## config.mk

```make
export PLATFORM = sky130hd
export DESIGN_NAME = tcb_ctrl
export DESIGN_NICKNAME = d
export VERILOG_FILES = /design/src/hdl/tcb_pkg.sv /design/src/hdl/tcb_ctrl.sv
export SDC_FILE = /design/constraint.sdc
export NUM_CORES = 1
export LEC_CHECK = 0
export BUFFER_PORTS_ARGS = -buffer_cell sky130_fd_sc_hd__buf_4
export CORE_AREA = 2 2 39 41
export CTS_CLUSTER_DIAMETER = 200
export DETAILED_ROUTE_END_ITERATION = 6
export DIE_AREA = 0 0 41 43
export SKIP_LAST_GASP = 1
export SLEW_MARGIN = 20
export SYNTH_ARGS = -nofsm -noshare
export SYNTH_HDL_FRONTEND = slang
export SYNTH_SLANG_ARGS = --single-unit
```

## constraint.sdc

```tcl
create_clock -name aclk -period 1.4 [get_ports aclk]
set_input_delay 0.21 -clock aclk [delete_from_list [all_inputs] [get_ports aclk]]
set_output_delay 0.21 -clock aclk [all_outputs]
set_load 0.01 [all_outputs]
```

## src/hdl/tcb_pkg.sv

```systemverilog
// Shared constants, codes, types and helper functions of the capture buffer.
package tcb_pkg;

    localparam int DEPTH         = 256;
    localparam int POST_SAMPLES  = 128;
    localparam int SIGNALS       = 56;
    localparam int EVENT_LIST_ID = 1;

    localparam int LANES      = 7;
    localparam int LANE_W     = 3;
    localparam int GRP_W      = 3;
    localparam int IDX_W      = $clog2(DEPTH);
    localparam int PC_W       = $clog2(POST_SAMPLES + 1);
    localparam int BANK_AW    = IDX_W + GRP_W;
    localparam int BANK_DEPTH = DEPTH * (1 << GRP_W);
    localparam int WIDTH_W    = 7;
    localparam int POS_W      = 6;
    localparam int ELEM_W     = 10;
    localparam int LIST_W     = 8;
    localparam int DATA_W     = 56;

    localparam logic [2:0] REQ_START   = 3'd0;
    localparam logic [2:0] REQ_CAPTURE = 3'd1;
    localparam logic [2:0] REQ_TRIGGER = 3'd2;
    localparam logic [2:0] REQ_READ    = 3'd3;
    localparam logic [2:0] REQ_STOP    = 3'd4;

    typedef enum logic [2:0] {
        MODE_INIT      = 3'd0,
        MODE_RUNNING   = 3'd1,
        MODE_TRIGGERED = 3'd2,
        MODE_FINISHED  = 3'd3,
        MODE_STOPPED   = 3'd4,
        MODE_UPLOADING = 3'd5,
        MODE_STORED    = 3'd6
    } mode_t;

    typedef enum logic [1:0] {
        ST_IDLE,
        ST_EXEC,
        ST_READ
    } ctrl_state_t;

    typedef struct packed {
        logic latch;
        logic rd_en;
        logic commit;
    } cmd_t;

    typedef struct packed {
        logic read_hit;
    } status_t;

    // Quotient by 7 for values below 64: multiply by 37/256.
    function automatic logic [3:0] div7(input logic [5:0] x);
        logic [11:0] p;
        p = 12'(x) * 12'd37;
        return p[11:8];
    endfunction

    function automatic logic [2:0] mod7(input logic [5:0] x);
        logic [5:0] t;
        t = x - 6'(div7(x)) * 6'd7;
        return t[2:0];
    endfunction

endpackage

```

## src/hdl/tcb_ctrl.sv

```systemverilog
// Controller state machine: sequences accept, bank read and commit of each word.
module tcb_ctrl
    import tcb_pkg::*;
(
    input  logic    aclk,
    input  logic    aresetn,
    input  logic    s_valid,
    output logic    s_ready,
    output logic    m_valid,
    input  logic    m_ready,
    input  status_t status,
    output cmd_t    cmd
);

    ctrl_state_t state_reg, state_next;
    logic        m_valid_reg, m_valid_next;
    logic        out_free;

    assign out_free = !m_valid_reg || m_ready;
    assign m_valid  = m_valid_reg;

    always_ff @(posedge aclk) begin
        if (!aresetn) begin
            state_reg   <= ST_IDLE;
            m_valid_reg <= 1'b0;
        end else begin
            state_reg   <= state_next;
            m_valid_reg <= m_valid_next;
        end
    end

    always_comb begin
        state_next = state_reg;
        cmd        = '0;
        s_ready    = 1'b0;
        unique case (state_reg)
            ST_IDLE: begin
                s_ready = 1'b1;
                if (s_valid) begin
                    cmd.latch  = 1'b1;
                    state_next = ST_EXEC;
                end
            end
            ST_EXEC: begin
                if (status.read_hit) begin
                    cmd.rd_en  = 1'b1;
                    state_next = ST_READ;
                end else if (out_free) begin
                    cmd.commit = 1'b1;
                    state_next = ST_IDLE;
                end
            end
            ST_READ: begin
                // bank data is registered and held; wait for the output slot
                if (out_free) begin
                    cmd.commit = 1'b1;
                    state_next = ST_IDLE;
                end
            end
            default: state_next = ST_IDLE;
        endcase

        if (cmd.commit) begin
            m_valid_next = 1'b1;
        end else if (m_ready) begin
            m_valid_next = 1'b0;
        end else begin
            m_valid_next = m_valid_reg;
        end
    end

endmodule

```

==> results of run 1 <==
[cells by family (layout without fill, tap and decap cells)]
group | count (synthesis) | count (layout)
DFF | 3 | 3
buffers and inverters | 5 | 22
and+or+nand+nor | 8 | 8
AOI/OAI and AO/OA | 8 | 8
adders and majority gates | 4 | 4
[what timing repair did]
action	in CTS	in global routing
setup endpoints to repair	2	3
gates resized for setup	10	3
setup buffers	3	0
pin swaps	3	3
[Yosys cell counts]
| master | count | area, um^2 |
|---|---|---|
| a21boi_1 | 2 | 15.01 |
| a21oi_1 | 1 | 5.000 |
| and2_1 | 2 | 12.51 |
| buf_4 | 1 | 7.510 |
| dfxtp_1 | 3 | 60.06 |
| ha_1 | 4 | 50.05 |
| inv_1 | 4 | 15.01 |
| nand2_1 | 1 | 3.750 |
| nand2b_1 | 1 | 6.260 |
| nand4b_1 | 1 | 8.760 |
| nor2_1 | 1 | 3.750 |
| nor2b_2 | 1 | 8.760 |
| nor2b_4 | 1 | 13.76 |
| o2111ai_1 | 2 | 17.52 |
| o211ai_1 | 1 | 7.510 |
| o21ai_1 | 2 | 10.01 |
[worst max-delay path by stage]
stage	start	endpoint	slack, ps	depth (start not counted)
floorplan	state_reg[1]$_SDFFE_PN0P_	cmd[0]	110	6
CTS	state_reg[1]$_SDFFE_PN0P_	cmd[0]	-30	6
finish	state_reg[1]$_SDFFE_PN0P_	cmd[0]	-20	6
global placement	state_reg[1]$_SDFFE_PN0P_	cmd[0]	120	6
detailed placement	state_reg[1]$_SDFFE_PN0P_	cmd[0]	120	6
global route	state_reg[1]$_SDFFE_PN0P_	cmd[0]	-100	6
[where the power goes]
part	switching [mW]	internal (mW)	total, mW
clock	0.0526	0.107	0.160
combinational	0.0334	0.0451	0.0785
sequential	0.00442	0.0894	0.0939
[layout by cell type (no fill, tap or decap)]
cell	count
clkbuf_4	3
dfxtp_1	1
o2111ai_1	2
a21oi_1	1
nand4b_1	1
dfxtp_4	1
ha_4	2
ha_1	2
nor2_1	1
o21ai_2	1
and2_4	1
nand2_1	1
buf_6	1
buf_4	13
o211ai_1	1
and2_1	1
clkbuf_1	1
nand2b_1	1
inv_2	2
dfxtp_2	1
a21boi_1	2
o21ai_1	1
nor2b_4	2
inv_1	2
[worst max-delay path: stages (launching register included)]
cell,delay (ps)
dfxtp_2,330
inv_2,50
ha_4,150
nor2b_4,120
o21ai_2,120
nor2_1,50
buf_4,140
[area by class of cell]
class                      instances  share of cell area
multi-input combinational         20              0.4582
inverter                           4             0.03458
timing repair buffer              14              0.2507
tap                               16             0.04611
clock buffer                       4             0.06052
sequential                         3              0.1499
[metal layers]
layer	part of all wire	wire length, um	vias up	track usage
li1	-	-	129	-
met1	0.38	256	125	0.08626
met2	0.56	373	10	0.1344
met3	0.053	35	0	0.06283
met4	0	0	0	0.02000
met5	0	0	-	0
==> flow_metrics.py, run 1 <==
metrics = {
    "final_layout": {
        "layout-drive-gt1-share": 0.6000,
        "n_antenna_cell": 0,
        "fillers": 153,
        "nets": 55,
        "final_area_um2": 434.2,
        "register_area_um2": 65.06,
        "multiInputGateArea_um2": 198.9,
        "syn_to_final_growth_pct": 77.04,
        "largest_register_ffs": 2,
        "fin_cells": 61,
        "final_util": 0.3137,
    },
    "global_route": {
        "grt_pass1_vias": 268,
        "grt_pass1_wl_um": 993,
        "antenna_found_initial": 0,
        "overflow": 0,
        "track_usage": 0.08517,
        "grt_max_degree": 6,
    },
    "worst_setup_path": {
        "cp-end-kind": "output port",
        "crit_type": "reg2out",
        "r2r_cells": 6,
        "required_ps": 1190,
        "critPathLaunchType": "flip-flop",
        "r2r_setup_slack_ps": 200,
        "reg2reg_from": "state_reg[0]$_SDFFE_PN0P_",
        "crit_arrival_ps": 1210,
        "reg2reg_to": "m_valid$_SDFFE_PN0P_",
        "crit_fanout": 2,
    },
    "detailed_routing": {
        "drc": 0,
        "wl_um": 665,
        "via_count": 264,
        "first_iter_violations": 2,
        "drtAntennaViolNets": 0,
        "vias_per_cell": 4.328,
        "drt_first_pass_iters": 2,
        "wl_per_cell_um": 10.90,
    },
    "sta": {
        "slew_violations": 0,
        "fin_ws_ps": -24.44,
        "skew_ps": 6.656,
        "fin_crit_sh": 1.017,
        "clock.fmax_ghz": 0.7020,
        "rsz0062_at_grt": "true",
        "worst_slew_pin_slew_ps": 176.6,
        "fin_tns_setup_ps": -24.44,
        "hold_violations": 0,
        "max_slew_margin": 0.8822,
        "setup_viol": 1,
        "period_needed_ps": 1424,
        "timing.hold.ws_ps": 240.6,
    },
    "logic_synthesis": {
        "synth_top_family_by_area": "simple AND/OR/NAND/NOR gates",
        "synth-warning-count": 0,
        "yosys.area_share.simple": 0.2347,
        "synth_xor_area_frac": 0,
        "synth_compound_area_frac": 0.2245,
        "synth_cells": 28,
        "ys_seq_area_frac": 0.2449,
        "ys_ff_latch": 3,
        "syn_nets": 37,
        "synthMuxAreaShare": 0,
        "synth.distinct_cells": 16,
        "syn_area_per_cell_um2": 8.758,
        "synthAdderAreaFrac": 0.2041,
        "syn-cell-area_um2": 245.2,
    },
    "clocking": {
        "htree_levels": 1,
        "clockBufferDepth": 2,
        "cts_tree": "done",
        "clockRootBuffer": "clkbuf_4",
        "cts_hold_buf": 0,
        "cts_num_sinks": 3,
        "clk_latency_ps": 240,
        "clkTransAtPathRegs_ps": 40,
        "cts_buffers": 3,
    },
    "die": {
        "num_io_pins": 10,
        "core-area_mm2": 0.001384,
        "die_x_um": 41,
        "die_y_um": 43,
        "die_area_mm2": 0.001763,
        "initial_core_util": 0.1772,
        "rows": 14,
    },
    "place": {
        "preCtsSetupSlack_ps": 119.1,
        "dp_hpwl_um": 399.7,
        "numPortBuffers": 9,
        "dp.cells": 54,
        "place_area_um2": 340.3,
        "gp_congestion": 0.7302,
    },
    "pwr": {
        "cellLeakagePower_nw": 0.1785,
        "finalPower_mw": 0.3322,
        "irDropWorstVdd_uv": 373.6,
        "power-per-cell-area_mw_per_mm2": 765.2,
    },
    "status": {
        "status": "finished, violations left",
        "violations": "setup timing",
    },
    "worst_hold_path": {
        "hold_path_class": "in2reg",
        "min_to": "state_reg[0]$_SDFFE_PN0P_",
        "hold_path_depth": 2,
        "min_from": "aresetn",
    },
    "job": {
        "drv_cap": 0,
    },
}
Note: power is estimated with default switching activity, not from simulation.
==> run 2, diff against run 1 <==
Clock period 1.4 ns to 1.3 ns, I/O delays scaled along.
==> run 2 against run 1 <==
Net effect:
- via count is 3.0% higher
- core utilization is 4.7 points higher
- largest cell class unchanged
- largest power group unchanged
- critical endpoint unchanged
- non-clock buffer count up 5
- the run still ends with setup timing left
- flip-flop and latch count is the same
- sequential power grew 9.7%
- global-route usage rose by 0.31 points
==> flow_metrics.py, run 2 (same netlist as run 1, synthesis figures left out) <==
metrics = {
    "worst_setup_path": {
        "reg2reg_to": "m_valid$_SDFFE_PN0P_",
        "crit_arrival_ps": 1200,
        "cp-end-kind": "output port",
        "max_stage_delay_ps": 340,
        "critPathBufInv": 2,
        "endpoint": "cmd[0]",
        "path_cells": "inv_4, ha_4, nor2b_4, o21ai_2, nor2_1, buf_4",
        "slowest_stage": "dfxtp_2",
        "crit_type": "reg2out",
        "required_ps": 1110,
        "r2r_cells": 7,
        "cp_top_family": "flip-flops",
        "crit_start": "state_reg[1]$_SDFFE_PN0P_",
        "reg2reg_from": "state_reg[0]$_SDFFE_PN0P_",
        "cp.depth": 6,
        "crit_fanout": 2,
        "r2r_setup_slack_ps": 40,
        "critPathLaunchType": "flip-flop",
    },
    "detailed_routing": {
        "wl_um": 646,
        "first_iter_violations": 0,
        "drtAntennaViolNets": 0,
        "wl_per_cell_um": 9.788,
        "drc": 0,
        "drt_first_pass_iters": 1,
        "vias_per_cell": 4.121,
        "via_count": 272,
    },
    "place": {
        "gp_congestion": 0.7237,
        "preCtsSetupSlack_ps": 50.61,
        "dp_hpwl_um": 449.2,
        "place_area_um2": 355.3,
        "numPortBuffers": 9,
    },
    "clocking": {
        "clk_latency_ps": 230,
        "cts_tree": "done",
        "clockBufferDepth": 2,
        "clkTransAtPathRegs_ps": 30,
        "htree_levels": 1,
        "clockRootBuffer": "clkbuf_4",
        "cts_hold_buf": 0,
        "cts_num_sinks": 3,
        "cts_buffers": 3,
    },
    "die": {
        "rows": 14,
        "initial_core_util": 0.1772,
        "die_x_um": 41,
        "num_io_pins": 10,
        "die_y_um": 43,
        "core-area_mm2": 0.001384,
        "die_area_mm2": 0.001763,
    },
    "final_layout": {
        "largest_register_ffs": 2,
        "final_area_um2": 499.2,
        "layout_commonest_cell": "buf_4",
        "syn_to_final_growth_pct": 103.6,
        "layout-drive-gt1-share": 0.7000,
        "fillers": 143,
        "n_antenna_cell": 0,
        "nets": 60,
        "layout_common_cells": "buf_4, ha_4, clkbuf_4",
    },
    "pwr": {
        "irDropWorstVdd_uv": 331.2,
        "finalPower_mw": 0.3646,
        "power-per-cell-area_mw_per_mm2": 730.4,
        "cellLeakagePower_nw": 0.2093,
    },
    "sta": {
        "setup_viol": 2,
        "hold_violations": 0,
        "rsz0062_at_grt": "true",
        "fin_crit_sh": 1.075,
        "fin_ws_ps": -97.39,
        "worst_slew_pin_slew_ps": 191.2,
        "slew_violations": 0,
        "skew_ps": 0.9603,
        "period_needed_ps": 1397,
        "clock.fmax_ghz": 0.7156,
        "max_slew_margin": 0.8724,
    },
    "global_route": {
        "overflow": 0,
        "grt_pass1_wl_um": 1041,
        "antenna_found_initial": 0,
        "grt_pass1_vias": 264,
        "track_usage": 0.08826,
        "grt_max_degree": 6,
    },
    "status": {
        "violations": "setup timing",
        "status": "finished, violations left",
    },
    "job": {
        "drv_cap": 0,
    },
    "worst_hold_path": {
        "hold_path_class": "in2reg",
    },
}
run 2: how the worst min path moves through the flow:
| stage | from | endpoint | slack [ps] | cells past startpoint |
|---|---|---|---|---|
| CTS | aresetn | state_reg[0]$_SDFFE_PN0P_ | 240 | 2 |
| detailed placement | aresetn | state_reg[0]$_SDFFE_PN0P_ | 480 | 2 |
| finish | aresetn | state_reg[0]$_SDFFE_PN0P_ | 250 | 2 |
| global placement | m_ready | m_valid$_SDFFE_PN0P_ | 490 | 4 |
| floorplan | aresetn | m_valid$_SDFFE_PN0P_ | 350 | 1 |
| global route | aresetn | m_valid$_SDFFE_PN0P_ | 240 | 2 |
run 2: per-layer routing:
layer,vias up,GRT usage,part of all wire
li1,138,-,-
met1,128,0.1154,0.46
met2,6,0.1250,0.50
met3,0,0.03141,0.039
met4,0,0.04000,0
met5,-,0,0
run 2: worst register-to-register path: stages (launching register included):
cell	delay, ps
dfxtp_4	370
inv_4	50
ha_4	250
o21ai_2	50
buf_4	120
buf_4	120
buf_4	120
a21boi_2	100
run 2: report_power, final:
part	internal, mW	switching (mW)	total [mW]
Sequential	0.0965	0.00614	0.103
Clock	0.115	0.0416	0.156
Combinational	0.0651	0.0407	0.106
run 2: area by class of cell:
cell class                      instances  area (um^2)  area share
Inverter                                4        20.02     0.04010
Sequential cell                         3        65.06      0.1303
Multi-Input combinational cell         20        217.7      0.4361
Tap cell                               16        20.02     0.04010
Clock buffer                            4        26.28     0.05263
Timing Repair Buffer                   19        150.1      0.3008
run 2: repair_timing:
item                       4_1_cts  5_1_grt
buffers inserted                 5        1
pin swaps                        4        4
setup endpoints to repair        3        4
hold endpoints to repair         0        0
gates resized for setup         12        7
run 2: through the flow:
step                std cells  hold slack [ps]  TNS, ps    util
finish                     66            245.7   -124.0  0.3608
global route               66            244.6   -211.1  0.3608
CTS                        65            242.6   -175.5  0.3282
detailed placement         56            481.7        0  0.2568
global placement           56            485.3        0  0.2568
floorplan                  28            348.1        0       -
